## src/rtl/assert_macros.svh

```systemverilog
// Assertion macros used by the top level of the spectral gain block
`ifndef ASSERT_MACROS_SVH
`define ASSERT_MACROS_SVH
`ifndef SYNTH
// prop must hold at every clock edge outside reset
`define ASSERT_PROP(lbl, clk, rstn, prop) \
	lbl: assert property (@(posedge clk) disable iff (!rstn) prop) \
		else $error("assertion failed: %m");
// expr must never be true at a clock edge outside reset
`define ASSERT_NEVER(lbl, clk, rstn, expr) \
	lbl: assert property (@(posedge clk) disable iff (!rstn) !(expr)) \
		else $error("forbidden condition seen: %m");
`else
`define ASSERT_PROP(lbl, clk, rstn, prop)
`define ASSERT_NEVER(lbl, clk, rstn, expr)
`endif
`endif

```

## src/rtl/wsg_pkg.sv

```systemverilog
// Package of the spectral gain block: widths, constants and shared types
`default_nettype none

package wsg_pkg;

	// transform size; indices beyond half of it are clamped
	localparam int FREQ_SIZE = 1024;
	localparam int FREQ_LIM  = FREQ_SIZE / 2;

	// field widths
	localparam int FREQ_W     = 10;
	localparam int DATA_W     = 32;
	localparam int KERN_W     = 18;
	localparam int WEIGHT_W   = 24;
	localparam int COEF_W     = 32;
	localparam int CFG_IDX_W  = 2;
	localparam int CFG_DATA_W = 32;

	// denominator path
	localparam int SQ_W      = 2 * FREQ_W - 1;        // |f|^2 <= 2^18
	localparam int KSQ_W     = 2 * KERN_W - 1;        // |k|^2 <= 2^34
	localparam int PROD_W    = COEF_W + SQ_W;         // coef * |f|^2
	localparam int SUM_W     = PROD_W;                // sum of both axes still fits
	localparam int RHO_SHIFT = 12;                    // Q.28 -> Q.16
	localparam int RHO_RND   = 1 << (RHO_SHIFT - 1);
	localparam int RHO_W     = SUM_W - RHO_SHIFT;
	localparam int TERM_W    = WEIGHT_W + RHO_W;      // lambda * rho2, Q.32
	localparam int NUM_W     = 64;                    // numerator / denominator width

	// numerator scaling: k in Q.16 -> gain Q.24 over a Q.32 denominator
	localparam int KERN_SHIFT    = 40;
	localparam int UNIT_SHIFT    = 56;                // 1.0 numerator
	localparam int ONE_DEN_SHIFT = 32;                // 1.0 in the denominator

	// gain magnitude is at most 2^40
	localparam int QUO_W = 41;
	localparam logic [QUO_W-1:0] QUO_MAX = QUO_W'(1) << KERN_SHIFT;

	// output scaling
	localparam int GAIN_FRAC = 24;
	localparam int GAIN_RND  = 1 << (GAIN_FRAC - 1);
	localparam int GL_W      = 32;                    // low gain slice
	localparam int GH_W      = QUO_W - GL_W;          // high gain slice
	localparam int PLO_W     = DATA_W + GL_W;
	localparam int HI_W      = DATA_W + GH_W;
	localparam int LO_W      = PLO_W - GAIN_FRAC;
	localparam int MAG_W     = HI_W + (GL_W - GAIN_FRAC);

	localparam logic [DATA_W-1:0] SAT_POS = {1'b0, {(DATA_W-1){1'b1}}};
	localparam logic [DATA_W-1:0] SAT_NEG = {1'b1, {(DATA_W-1){1'b0}}};

	// pipeline depth
	localparam int DEN_STAGES   = 6;
	localparam int SCALE_STAGES = 4;
	localparam int LATENCY      = DEN_STAGES + QUO_W + SCALE_STAGES;

	// register indexes
	localparam logic [CFG_IDX_W-1:0] REG_USE_KERNEL = 2'd0;
	localparam logic [CFG_IDX_W-1:0] REG_WEIGHT     = 2'd1;
	localparam logic [CFG_IDX_W-1:0] REG_COEF_X     = 2'd2;
	localparam logic [CFG_IDX_W-1:0] REG_COEF_Y     = 2'd3;

	// reset values
	localparam logic [WEIGHT_W-1:0] RST_WEIGHT = 24'd65536;
	localparam logic [COEF_W-1:0]   RST_COEF   = 32'd40426;

	typedef struct packed {
		logic                use_kernel;
		logic [WEIGHT_W-1:0] reg_weight;
		logic [COEF_W-1:0]   coef_x;
		logic [COEF_W-1:0]   coef_y;
	} cfg_t;

	// sample magnitudes and output signs, carried alongside the gain math
	typedef struct packed {
		logic [DATA_W-1:0] re_mag;
		logic [DATA_W-1:0] im_mag;
		logic              re_neg;
		logic              im_neg;
	} side_t;

	// one divider stage: partial remainder, divisor, and the shared
	// numerator-bits / quotient-bits shift register
	typedef struct packed {
		logic [NUM_W-1:0] rem;
		logic [NUM_W-1:0] den;
		logic [QUO_W-1:0] nq;
		side_t            side;
	} div_t;

endpackage

`default_nettype wire

```

## src/rtl/wsg_cfg_regs.sv

```systemverilog
// Configuration registers of the spectral gain block
`default_nettype none

module wsg_cfg_regs (
	input  logic                           clk,
	input  logic                           arst_n,
	input  logic                           cfg_wr,
	input  logic [wsg_pkg::CFG_IDX_W-1:0]  cfg_addr,
	input  logic [wsg_pkg::CFG_DATA_W-1:0] cfg_wdata,
	output wsg_pkg::cfg_t                  cfg
);
	import wsg_pkg::*;

	cfg_t cfg_q;

	always_ff @(posedge clk or negedge arst_n) begin
		if (!arst_n) begin
			cfg_q.use_kernel <= 1'b0;
			cfg_q.reg_weight <= RST_WEIGHT;
			cfg_q.coef_x     <= RST_COEF;
			cfg_q.coef_y     <= RST_COEF;
		end else if (cfg_wr) begin
			case (cfg_addr)
				REG_USE_KERNEL: cfg_q.use_kernel <= cfg_wdata[0];
				REG_WEIGHT:     cfg_q.reg_weight <= cfg_wdata[WEIGHT_W-1:0];
				REG_COEF_X:     cfg_q.coef_x     <= cfg_wdata[COEF_W-1:0];
				REG_COEF_Y:     cfg_q.coef_y     <= cfg_wdata[COEF_W-1:0];
				default: ;
			endcase
		end
	end

	assign cfg = cfg_q;

endmodule

`default_nettype wire

```

## config.mk

```make
export PLATFORM = sky130hd
export DESIGN_NAME = wsg_cfg_regs
export DESIGN_NICKNAME = d
export VERILOG_FILES = /design/src/rtl/assert_macros.svh /design/src/rtl/wsg_pkg.sv /design/src/rtl/wsg_cfg_regs.sv
export SDC_FILE = /design/constraint.sdc
export NUM_CORES = 1
export LEC_CHECK = 0
export BUFFER_PORTS_ARGS = -buffer_cell sky130_fd_sc_hd__buf_4
export CELL_PAD_IN_SITES_DETAIL_PLACEMENT = 0
export CELL_PAD_IN_SITES_GLOBAL_PLACEMENT = 1
export CORE_MARGIN = 4
export CORE_UTILIZATION = 39
export DETAILED_ROUTE_END_ITERATION = 7
export PLACE_DENSITY = 0.81
export SLEW_MARGIN = 20
export SYNTH_ARGS = -nofsm -noshare
export SYNTH_HDL_FRONTEND = slang
export SYNTH_SLANG_ARGS = --single-unit
```

## constraint.sdc

```tcl
create_clock -name clk -period 0.9 [get_ports clk]
set_input_delay 0.09 -clock clk [delete_from_list [all_inputs] [get_ports clk]]
set_output_delay 0.09 -clock clk [all_outputs]
set_load 0.01 [all_outputs]
```

Word level (Yosys, flattened, before mapping). Index checks and enable logic that the tools add are counted.

Eq/ne operators: 3. Reduce and logical (&&, ||, !) cells: 5.

Operators by type and width (count): AND reduction 2 bit (4); equality test 2 bit (second input constant) (2); equality test 2 x 1 -> 1 bit (second input constant) (1); logical NOT 2 bit (1).

Register bits: 89. Input bits: 37. Output and inout bits: 89. Logic and storage cells: 12.

Depth between registers and ports, before layout. Gate-level depths: netlist of run 1.

Word-level depth: 2. Mapped depth: 3. Depth with buffers taken out: 2.

Worst setup path before layout of run 1. Ideal clock, no wire load.

Kind: input -> register. Start point: input cfg_addr[0] in the netlist's numbering. End point: register cfg_q, in the netlist cfg[13]. Library setup time: 125 ps. Arrival: 790 ps. Data required time: 775 ps. Setup slack: -15 ps. Cell stages on the path: 3. Buffers on the path: 1. Path through: nand3_1 buf_2 mux2_2.

Cells in the longest elaborated chain, start to end: 2.

RTL lines: start: declaration (RTL line wsg_cfg_regs.sv:8) `input logic [wsg_pkg::CFG_IDX_W-1:0] cfg_addr,`; equality test 2 bit (RTL line wsg_cfg_regs.sv:23) `case (cfg_addr)`; AND reduction 2 bit (no line); end: declaration (RTL line wsg_cfg_regs.sv:14) `cfg_t cfg_q;`.

No other way between the ends. A chain may end at the register's enable or synchronous reset.

Worst setup path in the final report of run 1.
Start point: register cfg_q, in the netlist cfg[47]. End point: output cfg[47] in the netlist's numbering.

RTL lines: end: declaration (RTL line wsg_cfg_regs.sv:10) `output wsg_pkg::cfg_t cfg`.

No word-level cell between the ends.

==> run metrics, run 1 <==
CP Launch Type=flip-flop; IO Count=126; setup tns final=-7.70 ns; most common cell after layout, fill and taps aside=buf_6; H-tree Lvls=3; Num CTS Buffers=9; post-synth top area share=0.506; commonest non-fill, non-tap cells in the layout=94 x buf_6, 82 x mux2_2, 68 x dfrtp_1; DR vias=2284; largest area contributor in the netlist=dfrtp_1; first-iteration detailed-routing DRC count=16; GRT met3 Usage=0.0478; placer congestion estimate=0.727; clock sink total=89; worst hold margin=0.166 ns; Period Utilization, post-route=1.21; drt first pass iters=3; largest family of logic cells by synthesized area=multiplexers; YS warnings=0; max reg flops=89; global-route wire length before repair=13500 µm; WP buf/inv=1; mux contribution to synthesized area=0.298; fmax=917 MHz; Setup-failing EPs final=92; nets@finish=408; post-synthesis net count=227; initial core utilization=0.405; DRT Wirelength=8380 µm; Avg Inst Size Synth=17.7 µm²; # DRC=0; cell internal pwr=8920 µW; critical path's largest stage delay=0.55 ns; min Tclk post-route=between 1 and 1.5 ns; Layout area overhead=65.0%; NetSw=3090 µW; Clock Root Buffer=clkbuf_8; final setup margin=-0.191 ns; largest net degree at the start of global routing=51; compound-gate portion of the synthesized area=0; Core Region=a little over 0.008 mm²; antenna-violating nets left=0; non-filler cells, final=481; Clock Latency Late Sink=0.34 ns; leakage power=about 0.0026 µW; Slowest-stage cell, CP=dfstp_2; power per cell area=2160 mW/mm²; total gr overflow=0; violated checks=setup timing; relative slew slack=0.819; worst hold path type=primary input to flip-flop; RSZ-0062 raised after global routing=yes; routed wire length per instance=17.4 µm; Post-Synth Simple-Gate Area=0.0104; M2 GR Usage=0.308; Synth cell types=8; Die H=101 µm; outcome=finished with violations; Synth Cell Area=between 0.003 and 0.004 mm²; Seq pwr share=0.455; share of layout cells above drive strength 1=0.721; slew of the pin with the lowest slew margin=between 0.2 and 0.3 ns; gr usage total=0.173; Comb pwr share=0.298; dpl hpwl=5550 µm; worst-path maximum fanout=2; CTS Buffer Depth=2; TritonCTS clock tree=yes; initial antenna violation count=0; Largest delay share family, worst path=flip-flops; drt via density=4.75; CP cell instances=buf_6; Switching Share=0.258; Clock power frac=0.247; ranking of synthesized cells by area=dfrtp_1 51%, mux2_2 30%, dfstp_2 16%; placed cells=between 400 and 500; vias in the first global route=around 2600; xor and xnor area share after synthesis=0; num rows=33; Die X=101 µm; Post-Syn Instances=190; Synth Area in Adders=0; Worst EP arrival=1.00 ns; Global Route met1 Usage=0.198; Post-Route Utilization=0.668; IR drop worst, VDD=between 1000 and 1500 µV; ant diodes=0; post-synthesis register bit count=around 90; I/O Buffers=125; sequential fraction of the synthesis area=0.670; max cap viols=0; Reg clk slew, reported paths=approximately 0.090 ns; CP Data Required Time=0.81 ns; CP Capture Type=primary output; die area=roughly 0.010 mm²; count of pins over their slew limit=0; CP Class=flip-flop to primary output; final hold violation count=0; clk_skew=0 ns; GR peak layer=met2
[final cells by class]
| type | count | area, µm² |
|---|---|---|
| clock buffers | 13 | 149 |
| fillers | 607 | 2750 |
| well taps | 105 | 131 |
| clock inverters | 3 | 65.1 |
| repair buffers | 178 | 1870 |
| flip-flops and latches | 89 | 2250 |
| multi-input cells | 93 | 1080 |
[power by group through the flow]
| stage | clock, µW | combinational [µW] | sequential [µW] |
|---|---|---|---|
| after floorplan | 0 | 775 | 5690 |
| after global placement | 0 | 2770 | 5340 |
| after detailed placement | 0 | 2830 | 5370 |
| after CTS | 3040 | 3500 | 5450 |
| after global routing | 3240 | 3830 | 5550 |
| final | 2960 | 3580 | 5460 |
[cells in the mapped netlist]
library cell / number
mux2_2: 89
nand3_1: 1
buf_2: 3
nor3b_1: 1
nand3b_2: 2
buf_6: 5
dfstp_2: 21
dfrtp_1: 68
[through the flow]
step	total power [µW]	cell area, µm²	setup WS [ns]
2_1_floorplan	6460	3370	-0.0146
3_3_place_gp	8100	4530	-0.145
3_5_place_dp	8210	4530	-0.181
4_1_cts	12000	5470	-0.209
5_1_grt	12600	5550	-0.236
6_report	12000	5550	-0.191
[repair_timing]
item,in CTS,in global routing
buffers inserted,7,5
endpoints found under the setup margin,89,96
hold buffers,33,0
hold endpoints to repair,162,0
gates resized for setup,91,10
[kinds of logic after synthesis]
family | after synthesis
AND/OR/NAND/NOR | 4
buffers and inverters | 8
flip-flops | 89
multiplexers | 89
[layer usage]
metal / vias up / wire length [µm]
met2: 73 / 4510
met4: 0 / 122
met3: 10 / 548
met5: - / 0
met1: 1170 / 3200
li1: 1031 / -
[path summary, 6_finish.rpt]
| path | start | end | slack [ns] | cells past startpoint |
|---|---|---|---|---|
| setup / recovery | cfg[47]$_DFFE_PN1P_ | cfg[47] | -0.19 | 1 |
| hold / removal | cfg_addr[1] | cfg[88]$_DFFE_PN0P_ | 0.17 | 3 |
| setup reg to reg | cfg[68]$_DFFE_PN0P_ | cfg[68]$_DFFE_PN0P_ | -0.03 | 2 |
| hold reg to reg | cfg[63]$_DFFE_PN0P_ | cfg[63]$_DFFE_PN0P_ | 0.53 | 1 |
| max in group asynchronous | arst_n | cfg[5]$_DFFE_PN1P_ | 0.31 | 3 |
| min in group asynchronous | arst_n | cfg[49]$_DFFE_PN0P_ | 0.26 | 3 |
(Power assumes the default switching activity.)
==> run 2, diff against run 1 <==
CORE_UTILIZATION = 35   (was 39)
PLACE_DENSITY = 0.77   (was 0.81)
clock period = 0.91 ns   (was 0.9 ns; I/O delays follow)
==> run 2 against run 1 <==
Effect of this change: the flow still finishes with violations (setup timing); combinational power down 3%; first-iteration DRC count up 75%; clock power down 13%; wire length down 5.5%; non-clock buffer count down 3; sequential share of layout area up 0.41 points; count of clock-buffer cells in the layout down 3; setup slack better by 0.015 ns; utilization down 7.7 points; die area up 11%; sequential cell count unchanged; sequential power down 1%; highest routed layer unchanged.
==> run metrics, run 2 (same netlist as run 1, synthesis figures left out) <==
WP buf/inv=1 (unchanged); CP cell instances=buf_6; Reg clk slew, reported paths=0.10 ns (about the same); clk_skew=0 ns (unchanged); DRT Wirelength=7930 µm (-5.5%); M2 GR Usage=0.256 (-0.0524); total gr overflow=0 (unchanged); final hold violation count=0 (unchanged); slew of the pin with the lowest slew margin=0.275 ns (+0.00431 ns); antenna-violating nets left=0 (unchanged); power per cell area=2080 mW/mm² (-4.1%); TritonCTS clock tree=yes; Die X=106 µm (+5.1%); share of layout cells above drive strength 1=0.724 (+0.00312); drt first pass iters=3 (unchanged); CP Data Required Time=0.82 ns (about the same); Worst Setup SP=cfg[80]$_DFFE_PN1P_; initial antenna violation count=0 (unchanged); Worst EP arrival=0.99 ns (about the same); leakage power=0.00253 µW (-1.8%); most common cell after layout, fill and taps aside=buf_6; Slowest-stage cell, CP=dfstp_2; fmax=921 MHz; critical path's largest stage delay=0.55 ns (about the same); nets@finish=405 (-0.74%); count of pins over their slew limit=0 (unchanged); GR peak layer=met2; dpl hpwl=5470 µm (-1.4%); Layout area overhead=63.4%; largest net degree at the start of global routing=53 (+3.9%); non-filler cells, final=502 (+4.4%); IO Count=126 (unchanged); worst-path maximum fanout=2 (unchanged); # DRC=0 (unchanged); routed wire length per instance=15.8 µm (-9.4%); vias in the first global route=2436 (-6.0%); Global Route met1 Usage=0.168 (-0.0295); worst hold path type=primary input to asynchronous set/reset pin; relative slew slack=0.817 (-0.00288); I/O Buffers=125 (unchanged); Die H=106 µm (+5.1%); Core Region=0.00928 mm² (+12%); max reg flops=89 (unchanged); Largest delay share family, worst path=flip-flops; Clock Latency Late Sink=0.35 ns (about the same); Period Utilization, post-route=1.19; ant diodes=0 (unchanged); CP Class=flip-flop to primary output; IR drop worst, VDD=945 µV (-25%); placed cells=445 (+6.0%); outcome=finished with violations; num rows=35 (+6.1%); global-route wire length before repair=12600 µm (-6.3%); CP Launch Type=flip-flop; min Tclk post-route=1.09 ns; H-tree Lvls=3 (unchanged); drt via density=4.46 (-6.0%); GRT met3 Usage=0.0298 (-0.0180); gr usage total=0.144 (-0.0294); CTS Buffer Depth=2 (unchanged); max cap viols=0 (unchanged); RSZ-0062 raised after global routing=yes; Clock Root Buffer=clkbuf_8; CP Capture Type=primary output; die area=0.0112 mm² (+11%); violated checks=setup timing; DR vias=2240 (-1.9%); Setup-failing EPs final=90 (-2.2%); initial core utilization=0.362 (-0.0430); placer congestion estimate=0.719 (-1.1%); final setup margin=-0.176 ns (+0.0148 ns); first-iteration detailed-routing DRC count=28 (+12); clock sink total=89 (unchanged); commonest non-fill, non-tap cells in the layout=92 x buf_6, 82 x mux2_2, 68 x dfrtp_1; RR Startpoint=cfg[76]$_DFFE_PN0P_; pre-CTS WS=-0.173 ns (+0.00792 ns); Post-Route Utilization=0.592 (-0.0768); Num CTS Buffers=9 (unchanged)
## run 2: power breakdown
part	internal [µW]	total, µW	switching [µW]
clock network	1060	2570	1500
registers	4840	5380	539
logic	2300	3460	1160
total	8200	11400	3200
## run 2: per-stage QoR
step / hold slack (ns) / cell area, µm² / TNS, ns / power [µW]
final: 0.0654 / 5490 / -7.40 / 11400
after global routing: 0.0581 / 5490 / -11.13 / 12000
after CTS: 0.0469 / 5430 / -9.66 / 11400
after detailed placement: -0.0964 / 4550 / -9.29 / 8090
after global placement: -0.0962 / 4550 / -8.47 / 8020
after floorplan: -0.205 / 3370 / -0.112 / 6390
## run 2: per-layer routing
layer	vias to the layer above	wire [µm]
met4	0	87
li1	1030	-
met5	-	0
met2	66	4260
met3	7	364
met1	1137	3210
## run 2: final timing paths
path | endpoint | slack (ns) | cells past startpoint
setup / recovery | cfg[80] | -0.18 | 1
hold / removal | cfg[50]$_DFFE_PN0P_ | 0.07 | 2
setup reg to reg | cfg[76]$_DFFE_PN0P_ | -0.01 | 2
hold reg to reg | cfg[73]$_DFFE_PN0P_ | 0.53 | 1
max in group asynchronous | cfg[39]$_DFFE_PN1P_ | 0.30 | 3
min in group clk | cfg[88]$_DFFE_PN0P_ | 0.13 | 3
## run 2: repair_timing
action	CTS	global route
gates resized for setup	89	10
hold endpoints to repair	166	0
setup endpoints to repair	89	93
hold buffers	33	0
buffers inserted	5	3
## run 2: cell type report
| type | count | area [µm²] |
|---|---|---|
| Clock inverter | 6 | 56.3 |
| Timing Repair Buffer | 175 | 1820 |
| Tap cell | 129 | 161 |
| Fill cell | 725 | 3790 |
| Multi-Input combinational cell | 93 | 1080 |
| Clock buffer | 10 | 128 |
| Sequential cell | 89 | 2250 |
