==> src/rtl/assert_macros.svh <==
// Assertion macros used by the top level of the spectral gain block
`ifndef ASSERT_MACROS_SVH
`define ASSERT_MACROS_SVH
`ifndef SYNTH
// prop must hold at every clock edge outside reset
`define ASSERT_PROP(lbl, clk, rstn, prop) \
	lbl: assert property (@(posedge clk) disable iff (!rstn) prop) \
		else $error("assertion failed: %m");
// expr must never be true at a clock edge outside reset
`define ASSERT_NEVER(lbl, clk, rstn, expr) \
	lbl: assert property (@(posedge clk) disable iff (!rstn) !(expr)) \
		else $error("forbidden condition seen: %m");
`else
`define ASSERT_PROP(lbl, clk, rstn, prop)
`define ASSERT_NEVER(lbl, clk, rstn, expr)
`endif
`endif

==> src/rtl/wsg_pkg.sv <==
// Package of the spectral gain block: widths, constants and shared types
`default_nettype none

package wsg_pkg;

	// transform size; indices beyond half of it are clamped
	localparam int FREQ_SIZE = 1024;
	localparam int FREQ_LIM  = FREQ_SIZE / 2;

	// field widths
	localparam int FREQ_W     = 10;
	localparam int DATA_W     = 32;
	localparam int KERN_W     = 18;
	localparam int WEIGHT_W   = 24;
	localparam int COEF_W     = 32;
	localparam int CFG_IDX_W  = 2;
	localparam int CFG_DATA_W = 32;

	// denominator path
	localparam int SQ_W      = 2 * FREQ_W - 1;        // |f|^2 <= 2^18
	localparam int KSQ_W     = 2 * KERN_W - 1;        // |k|^2 <= 2^34
	localparam int PROD_W    = COEF_W + SQ_W;         // coef * |f|^2
	localparam int SUM_W     = PROD_W;                // sum of both axes still fits
	localparam int RHO_SHIFT = 12;                    // Q.28 -> Q.16
	localparam int RHO_RND   = 1 << (RHO_SHIFT - 1);
	localparam int RHO_W     = SUM_W - RHO_SHIFT;
	localparam int TERM_W    = WEIGHT_W + RHO_W;      // lambda * rho2, Q.32
	localparam int NUM_W     = 64;                    // numerator / denominator width

	// numerator scaling: k in Q.16 -> gain Q.24 over a Q.32 denominator
	localparam int KERN_SHIFT    = 40;
	localparam int UNIT_SHIFT    = 56;                // 1.0 numerator
	localparam int ONE_DEN_SHIFT = 32;                // 1.0 in the denominator

	// gain magnitude is at most 2^40
	localparam int QUO_W = 41;
	localparam logic [QUO_W-1:0] QUO_MAX = QUO_W'(1) << KERN_SHIFT;

	// output scaling
	localparam int GAIN_FRAC = 24;
	localparam int GAIN_RND  = 1 << (GAIN_FRAC - 1);
	localparam int GL_W      = 32;                    // low gain slice
	localparam int GH_W      = QUO_W - GL_W;          // high gain slice
	localparam int PLO_W     = DATA_W + GL_W;
	localparam int HI_W      = DATA_W + GH_W;
	localparam int LO_W      = PLO_W - GAIN_FRAC;
	localparam int MAG_W     = HI_W + (GL_W - GAIN_FRAC);

	localparam logic [DATA_W-1:0] SAT_POS = {1'b0, {(DATA_W-1){1'b1}}};
	localparam logic [DATA_W-1:0] SAT_NEG = {1'b1, {(DATA_W-1){1'b0}}};

	// pipeline depth
	localparam int DEN_STAGES   = 6;
	localparam int SCALE_STAGES = 4;
	localparam int LATENCY      = DEN_STAGES + QUO_W + SCALE_STAGES;

	// register indexes
	localparam logic [CFG_IDX_W-1:0] REG_USE_KERNEL = 2'd0;
	localparam logic [CFG_IDX_W-1:0] REG_WEIGHT     = 2'd1;
	localparam logic [CFG_IDX_W-1:0] REG_COEF_X     = 2'd2;
	localparam logic [CFG_IDX_W-1:0] REG_COEF_Y     = 2'd3;

	// reset values
	localparam logic [WEIGHT_W-1:0] RST_WEIGHT = 24'd65536;
	localparam logic [COEF_W-1:0]   RST_COEF   = 32'd40426;

	typedef struct packed {
		logic                use_kernel;
		logic [WEIGHT_W-1:0] reg_weight;
		logic [COEF_W-1:0]   coef_x;
		logic [COEF_W-1:0]   coef_y;
	} cfg_t;

	// sample magnitudes and output signs, carried alongside the gain math
	typedef struct packed {
		logic [DATA_W-1:0] re_mag;
		logic [DATA_W-1:0] im_mag;
		logic              re_neg;
		logic              im_neg;
	} side_t;

	// one divider stage: partial remainder, divisor, and the shared
	// numerator-bits / quotient-bits shift register
	typedef struct packed {
		logic [NUM_W-1:0] rem;
		logic [NUM_W-1:0] den;
		logic [QUO_W-1:0] nq;
		side_t            side;
	} div_t;

endpackage

`default_nettype wire

==> src/rtl/wsg_div_stage.sv <==
// One restoring-division stage: settles one quotient bit per cycle
`default_nettype none

module wsg_div_stage (
	input  logic          clk,
	input  logic          arst_n,
	input  logic          in_valid,
	input  wsg_pkg::div_t in_data,
	output logic          out_valid,
	output wsg_pkg::div_t out_data
);
	import wsg_pkg::*;

	logic [NUM_W:0] trial, diff;
	logic           take;
	div_t           next;
	logic           v_s1;
	div_t           data_s1;

	// shift the next numerator bit into the remainder and try a subtract
	assign trial = {in_data.rem, in_data.nq[QUO_W-1]};
	assign diff  = trial - {1'b0, in_data.den};
	assign take  = ~diff[NUM_W];

	always_comb begin
		next.rem  = take ? diff[NUM_W-1:0] : trial[NUM_W-1:0];
		next.den  = in_data.den;
		next.nq   = {in_data.nq[QUO_W-2:0], take};
		next.side = in_data.side;
	end

	always_ff @(posedge clk or negedge arst_n) begin
		if (!arst_n)
			v_s1 <= 1'b0;
		else
			v_s1 <= in_valid;
	end

	always_ff @(posedge clk) begin
		data_s1 <= next;
	end

	assign out_valid = v_s1;
	assign out_data  = data_s1;

endmodule

`default_nettype wire

==> config.mk <==
export PLATFORM = sky130hd
export DESIGN_NAME = wsg_div_stage
export DESIGN_NICKNAME = d
export VERILOG_FILES = /design/src/rtl/assert_macros.svh /design/src/rtl/wsg_pkg.sv /design/src/rtl/wsg_div_stage.sv
export SDC_FILE = /design/constraint.sdc
export NUM_CORES = 1
export LEC_CHECK = 0
export ABC_AREA = 0
export BUFFER_PORTS_ARGS = -buffer_cell sky130_fd_sc_hd__buf_2
export CAP_MARGIN = 15
export CORE_AREA = 2 2 186 188
export CTS_CLUSTER_DIAMETER = 150
export DETAILED_ROUTE_END_ITERATION = 12
export DIE_AREA = 0 0 188 190
export SYNTH_ARGS = -nofsm -noshare
export SYNTH_HDL_FRONTEND = slang
export SYNTH_SLANG_ARGS = --single-unit
==> constraint.sdc <==
create_clock -name clk -period 0.8 [get_ports clk]
set_input_delay 0.04 -clock clk [delete_from_list [all_inputs] [get_ports clk]]
set_output_delay 0.04 -clock clk [all_outputs]
set_load 0.005 [all_outputs]
# Word level (Yosys, flattened, before mapping)
# Cells that the tools add are included.
# word_totals
regBits	236
output_inout_bits	236
wordCells	11
in_bits	238
# classes
mux	1
addsub	1
n_bitwise	1
# op_table
cell	count
subtractor 65 x 64 -> 65 bit	1
two-way mux 64 bit	1
inverter 1 bit	1

# Logic depth before layout (Yosys ltp)
# Gate-level depths: netlist of the first run.
# depth
ltp_word	2
ltp_mapped	14
ltp_nobuf	13

# Least setup slack after synthesis of the first run
# No wires, ideal clock.
# synth_path
path_type	input -> register
from	input in_data[133] (netlist name)
to	register data_s1 (netlist bit out_data[230])
arrival_ps	2810
setup_time_ps	123
path_slack_ps	-2134
n_path_buf	0
required_time_ps	677
cell_stages	10
path_cell_list	inv_1 ha_1 a21o_1 or4b_1 or4b_4 a311o_1 a211oi_2 o21ai_1 mux2i_1 mux2_1
# synth_lines
item	line_no	source
from (decl)	wsg_div_stage.sv:8	input wsg_pkg::div_t in_data,
to (signal assigned)	wsg_div_stage.sv:40	data_s1 <= next;
to (decl)	wsg_div_stage.sv:18	div_t data_s1;

==> results of run 1 <==
==> report_power, final <==
group | internal (W) | switching (W)
Sequential | 0.0132 | 0.000525
Combinational | 0.00720 | 0.00499
Clock | 0.00716 | 0.00500
==> cell usage in the layout (no fill, tap or decap), types with 5 or more instances in the layout <==
cell type      Yosys  layout
dfxtp_2            0     112
nor2_1            42      41
nor2b_1           11      10
o21bai_1          15      15
a31oi_1            8       6
dlygate4sd3_1      0     234
xnor2_1           34      33
buf_4              1     279
o21ai_1           17      14
buf_2              6     368
mux2_4             1      55
ha_4               0      14
nand4_1           22      22
o21a_1             6       6
o21ai_0           19      18
buf_12             0       8
a211oi_1           5       5
xor2_1            23      23
nand3_1           10      10
inv_1             87      79
ha_1              64      49
and3_1             9       7
nand2_1           62      60
a21o_1            32      32
nand2b_1           8       8
dfxtp_1          235     122
mux2i_1            6       6
buf_8              0       7
clkbuf_8           0       8
clkbuf_16          0      25
buf_6              0     112
a21oi_1           78      65
a21oi_2            1      13
nor3_1             8       8
==> state kept, by name, indices dropped and copies added, names as in the netlist <==
name and cells:
out_valid 1, out_data 235
==> per-layer routing <==
layer	global-route usage (%)	wire length [um]	vias up
met4	8.03	1590	2
met1	25.0	16900	5255
li1	-	-	5436
met3	4.59	2630	84
met5	0	13	-
met2	38.6	21600	377
==> kinds of logic after synthesis <==
| kind of cell | share of synthesized area, % |
|---|---|
| fa+ha+maj | 8.40 |
| compound gates | 15.8 |
| flops | 48.4 |
| buf+inv | 4.76 |
| xor+xnor | 5.11 |
| mux | 7.22 |
| simple gates | 10.3 |
==> through the flow <==
step	util (%)	worst slack [ns]
after CTS	55.6	-1.66
final	58.4	-1.66
after floorplan	-	-1.95
after detailed placement	44.4	-2.39
after global placement	44.4	-2.36
after global routing	58.4	-1.78
==> what timing repair did <==
item	in CTS	in global routing
gates resized for setup	125	215
hold endpoints to repair	235	6
buffers inserted	14	16
hold buffers	232	2
setup endpoints to repair	301	301
pin swaps	20	28
gates cloned	3	0
==> area by class of cell <==
type	count	area (um2)
timing repair inverter	1	16.3
antenna	4	10.0
clock inverter	8	108
tap	455	569
fill	2728	14100
inverter	88	375
clock buffer	37	751
sequential	236	4870
timing repair buffer	1009	7830
multi-input combinational	621	5300
==> final timing paths <==
| check | from | end | depth (start not counted) |
|---|---|---|---|
| setup / recovery | in_data[133] | out_data[222] | 11 |
| max in group asynchronous | arst_n | out_valid | 3 |
| hold / removal | in_data[107] | out_data[107] | 1 |
| min in group asynchronous | arst_n | out_valid | 3 |
==> flow_metrics.env, run 1 <==
export IMPL_drt_wl_total_um=42700
export IMPL_hp_class="primary input to register"
export IMPL_cts_htree_levels=1
export IMPL_die_w_um=188
export IMPL_crit_path_end_kind="register"
export IMPL_drtPass1Iterations=7
export IMPL_crit_type="primary input to register"
export IMPL_status="complete, but fails checks"
export IMPL_cts_tree="done"
export IMPL_leakage_nw=9.77
export IMPL_synth_seq_cells=236
export IMPL_clk_pin_slew_ns=0.06
export IMPL_chipHeight_um=190
export IMPL_finalWeightedCongestion=0.919
export IMPL_synth_nets=1281
export IMPL_worst_pin_slew_ns=0.486
export IMPL_stdcell_area_mm2=0.0198
export IMPL_setup_viol=301
export IMPL_synth_top_area_cell="dfxtp_1"
export IMPL_grt_max_degree=15
export IMPL_p_total_w=0.0380
export IMPL_cts_root_buf="clkbuf_16"
export IMPL_dp_hpwl_um=28900
export IMPL_violations="negative hold slack, negative setup slack"
export IMPL_yosys_top_cells_area="dfxtp_1 (48%), ha_1 (8.2%), mux2_1 (5.5%)"
export IMPL_slew_headroom_pct=66.8
export IMPL_synth_top_area_share_pct=48.2
export IMPL_antenna_found_initial=5
export IMPL_synth_edf_count=0
export IMPL_finalCritPeriodShare_pct=308
export IMPL_slowest_delay_ns=0.54
export IMPL_route_detailed_drc=0
export IMPL_wl_per_cell_um=17.4
export IMPL_grt_pass1_wl_um=61200
export IMPL_grt_pass1_vias=11500
export IMPL_grt_ovfl_total=0
export IMPL_start_util_pct=28.8
export IMPL_nNetsFinal=2285
export IMPL_post_place_cells=2148
export IMPL_synth_common_cells="dfxtp_1 (235), inv_1 (87), a21oi_1 (78)"
export IMPL_ioPinCount=474
export IMPL_path_cells="buf_8 -> inv_4 -> ha_4 -> a21o_1 -> or4b_4 -> or4b_4 -> a311o_1 -> a211oi_4 -> o21ai_2 -> xor2_1 -> mux2_4"
export IMPL_fmax_mhz=406
export IMPL_yosysSeqAreaShare_pct=48.4
export IMPL_required_ns=1.23
export IMPL_max_vdd_ir_drop_mv=1.59
export IMPL_ys_warn_count=0
export IMPL_crit_path_start_kind="primary input"
export IMPL_cpMaxStageDelayCell="or4b_4"
export IMPL_synthArstFlopShare_pct=0.424
export IMPL_drt_iter0_drc=451
export IMPL_finalWorstPathRequiredPeriod_ns=2.46
export IMPL_antenna_left=0
export IMPL_core_mm2=0.0339
export IMPL_synth_area_per_cell_um2=9.99
export IMPL_grt_total_usage_pct=21.5
export IMPL_synth_distinct_cells=72
export IMPL_tns_ns=-152.18
export IMPL_syn_to_final_growth_pct=103
export IMPL_fin_ws_ns=-1.66
export IMPL_clk_path_buf_depth=3
export IMPL_drive_above_1_share_pct=53.6
export IMPL_slew_violations=0
export IMPL_synthFlopType="dfxtp_1"
export IMPL_instances_no_fill=2459
export IMPL_finalHoldViolCount=4
export IMPL_path_common_cell="or4b_4"
export IMPL_rsz0062_at_grt="true"
export IMPL_cp_max_fo=4
export IMPL_rows=68
export IMPL_whs_ns=-0.391
export IMPL_vias=11200
export IMPL_synthesis_area_mm2=0.00977
export IMPL_vias_per_cell=4.54
export IMPL_drv_cap=0
export IMPL_synth_most_common_cell="dfxtp_1"
export IMPL_cp_arrival_ns=2.90
export IMPL_path_buf_inv=2
export IMPL_cts_buffers=25
export IMPL_p_per_area_mw_per_mm2=1920
export IMPL_port_buffer_count=473
export IMPL_clock_sinks=236
export IMPL_critPathTopFamily="simple AND/OR/NAND/NOR gates"
export IMPL_die_area_mm2=0.0357
export IMPL_placed_area_mm2=0.0151
export IMPL_syn_instance_count=978
No activity file was read; power rests on OpenSTA's default activity.
==> run 2: changes to the inputs <==
BUFFER_PORTS_ARGS = -buffer_cell sky130_fd_sc_hd__buf_4   (was -buffer_cell sky130_fd_sc_hd__buf_2)
==> run 2 against run 1 <==
The flow still finishes with violations (negative hold slack, negative setup slack). First-iteration DRC count down 10%. Die area unchanged. Wire length rose by 6.1%. Fmax shrank 1.9%. Critical path type unchanged.
==> flow_metrics.env, run 2 (synthesis gave the netlist of run 1 again) <==
export IMPL_cts_htree_levels=1
export IMPL_path_cells="buf_12 -> inv_12 -> ha_4 -> a21oi_4 -> nor2_1 -> or4b_4 -> or4b_4 -> a311o_1 -> a211o_1 -> a31oi_1 -> xnor2_1 -> mux2_4"
export IMPL_vias_per_cell=4.59
export IMPL_crit_path_end_kind="register"
export IMPL_route_detailed_drc=0
export IMPL_rsz0062_at_grt="true"
export IMPL_clk_path_buf_depth=3
export IMPL_finalWeightedCongestion=0.912
export IMPL_die_w_um=188
export IMPL_drive_above_1_share_pct=56.9
export IMPL_crit_type="primary input to register"
export IMPL_slowest_delay_ns=0.57
export IMPL_seqCellArea_mm2=0.00498
export IMPL_path_common_cell="or4b_4"
export IMPL_core_mm2=0.0339
export IMPL_wl_per_cell_um=18.5
export IMPL_finalCritPeriodShare_pct=314
export IMPL_post_place_cells=2143
export IMPL_hp_class="primary input to register"
export IMPL_finalWorstPathRequiredPeriod_ns=2.51
export IMPL_cts_buffers=25
export IMPL_slew_headroom_pct=62.2
export IMPL_rows=68
export IMPL_finalHoldViolCount=2
export IMPL_fill_cells=2566
export IMPL_vias=11200
export IMPL_setup_viol=301
export IMPL_grt_ovfl_total=0
export IMPL_crit_path_start_kind="primary input"
export IMPL_status="complete, but fails checks"
export IMPL_die_area_mm2=0.0357
export IMPL_grt_pass1_wl_um=67000
export IMPL_largest_reg_flops=235
export IMPL_cp_arrival_ns=2.94
export IMPL_clk_pin_slew_ns=0.07
export IMPL_syn_to_final_growth_pct=117
export IMPL_dp_hpwl_um=30000
export IMPL_whs_endpoint="out_data[107]"
export IMPL_critPathTopFamily="simple AND/OR/NAND/NOR gates"
export IMPL_grt_total_usage_pct=23.6
export IMPL_drt_iter0_drc=405
export IMPL_worst_pin_slew_ns=0.566
export IMPL_grt_max_degree=15
export IMPL_max_vdd_ir_drop_mv=1.65
export IMPL_drv_cap=0
export IMPL_required_ns=1.22
export IMPL_ioPinCount=474
export IMPL_whs_path_depth=1
export IMPL_instances_no_fill=2451
export IMPL_antenna_left=0
export IMPL_port_buffer_count=473
export IMPL_antenna_found_initial=1
export IMPL_layout_commonest_cell="buf_4"
export IMPL_grt_pass1_vias=12000
export IMPL_cp_max_fo=5
export IMPL_path_buf_inv=2
export IMPL_fmax_mhz=398
export IMPL_whs_ns=-0.352
export IMPL_leakage_nw=10.2
export IMPL_hp_start="in_data[107]"
export IMPL_post_place_ws_ns=-2.36
export IMPL_slew_violations=0
export IMPL_nNetsFinal=2280
export IMPL_chipHeight_um=190
export IMPL_cpMaxStageDelayCell="or4b_4"
export IMPL_start_util_pct=28.8
export IMPL_violations="negative hold slack, negative setup slack"
export IMPL_cts_root_buf="clkbuf_16"
export IMPL_multiInputGateArea_mm2=0.00520
export IMPL_drt_wl_total_um=45300
export IMPL_cts_tree="done"
export IMPL_clock_sinks=236
export IMPL_drtPass1Iterations=5
export IMPL_p_per_area_mw_per_mm2=1900
export IMPL_layout_common_cells="buf_4 (537), dlygate4sd3_1 (235), buf_6 (215)"
export IMPL_fin_ws_ns=-1.71
## run 2: what timing repair did
item                       CTS  global route
gates cloned                 5             0
buffers inserted            24             4
gates resized for setup    286           215
setup endpoints to repair  301           301
hold buffers               233             2
hold endpoints to repair   235             4
pin swaps                   21            13
## run 2: metal layers
layer  vias up  GRT usage (%)  share of wire [%]
met5         -              0                  0
met4         0           7.54                3.4
met3        93           4.48                5.8
met2       391           43.8                 51
met1      5339           27.2                 39
li1       5416              -                  -
## run 2: metrics by stage
stage | area, um2 | total power [W] | TNS (ns) | hold slack (ns) | util [%]
after floorplan | 10200 | 0.0183 | -113.43 | -0.256 | -
after global placement | 16200 | 0.0240 | -144.75 | -0.185 | 47.8
after detailed placement | 16200 | 0.0241 | -147.33 | -0.183 | 47.8
after CTS | 20700 | 0.0397 | -155.27 | -0.370 | 61.0
after global routing | 21200 | 0.0418 | -164.84 | -0.375 | 62.4
final | 21200 | 0.0401 | -150.05 | -0.352 | 62.4
## run 2: worst max-delay path by stage
stage          slack, ns  cells past startpoint         start       endpoint
3_5_place_dp       -2.36                     16  in_data[115]  out_data[225]
2_1_floorplan      -1.95                     11  in_data[131]  out_data[230]
4_1_cts            -1.69                     16  in_data[125]  out_data[203]
3_3_place_gp       -2.35                     16  in_data[115]  out_data[225]
6_report           -1.71                     12  in_data[131]  out_data[226]
5_1_grt            -1.77                     15  in_data[128]  out_data[194]
## run 2: cell type report
class / instances / area share, %
multi-input combinational: 621 / 24.6
clock inverter: 13 / 1.05
antenna: 1 / 0.0118
tap: 455 / 2.69
timing repair inverter: 1 / 0.0768
clock buffer: 32 / 3.27
inverter: 88 / 1.77
timing repair buffer: 1004 / 43.1
sequential: 236 / 23.5
## run 2: where the power goes
group          leakage, nW  internal [W]  switching [W]  total, W
sequential            2.00        0.0133       0.000667    0.0139
clock                0.449       0.00803        0.00499    0.0130
combinational         7.77       0.00816        0.00503    0.0132
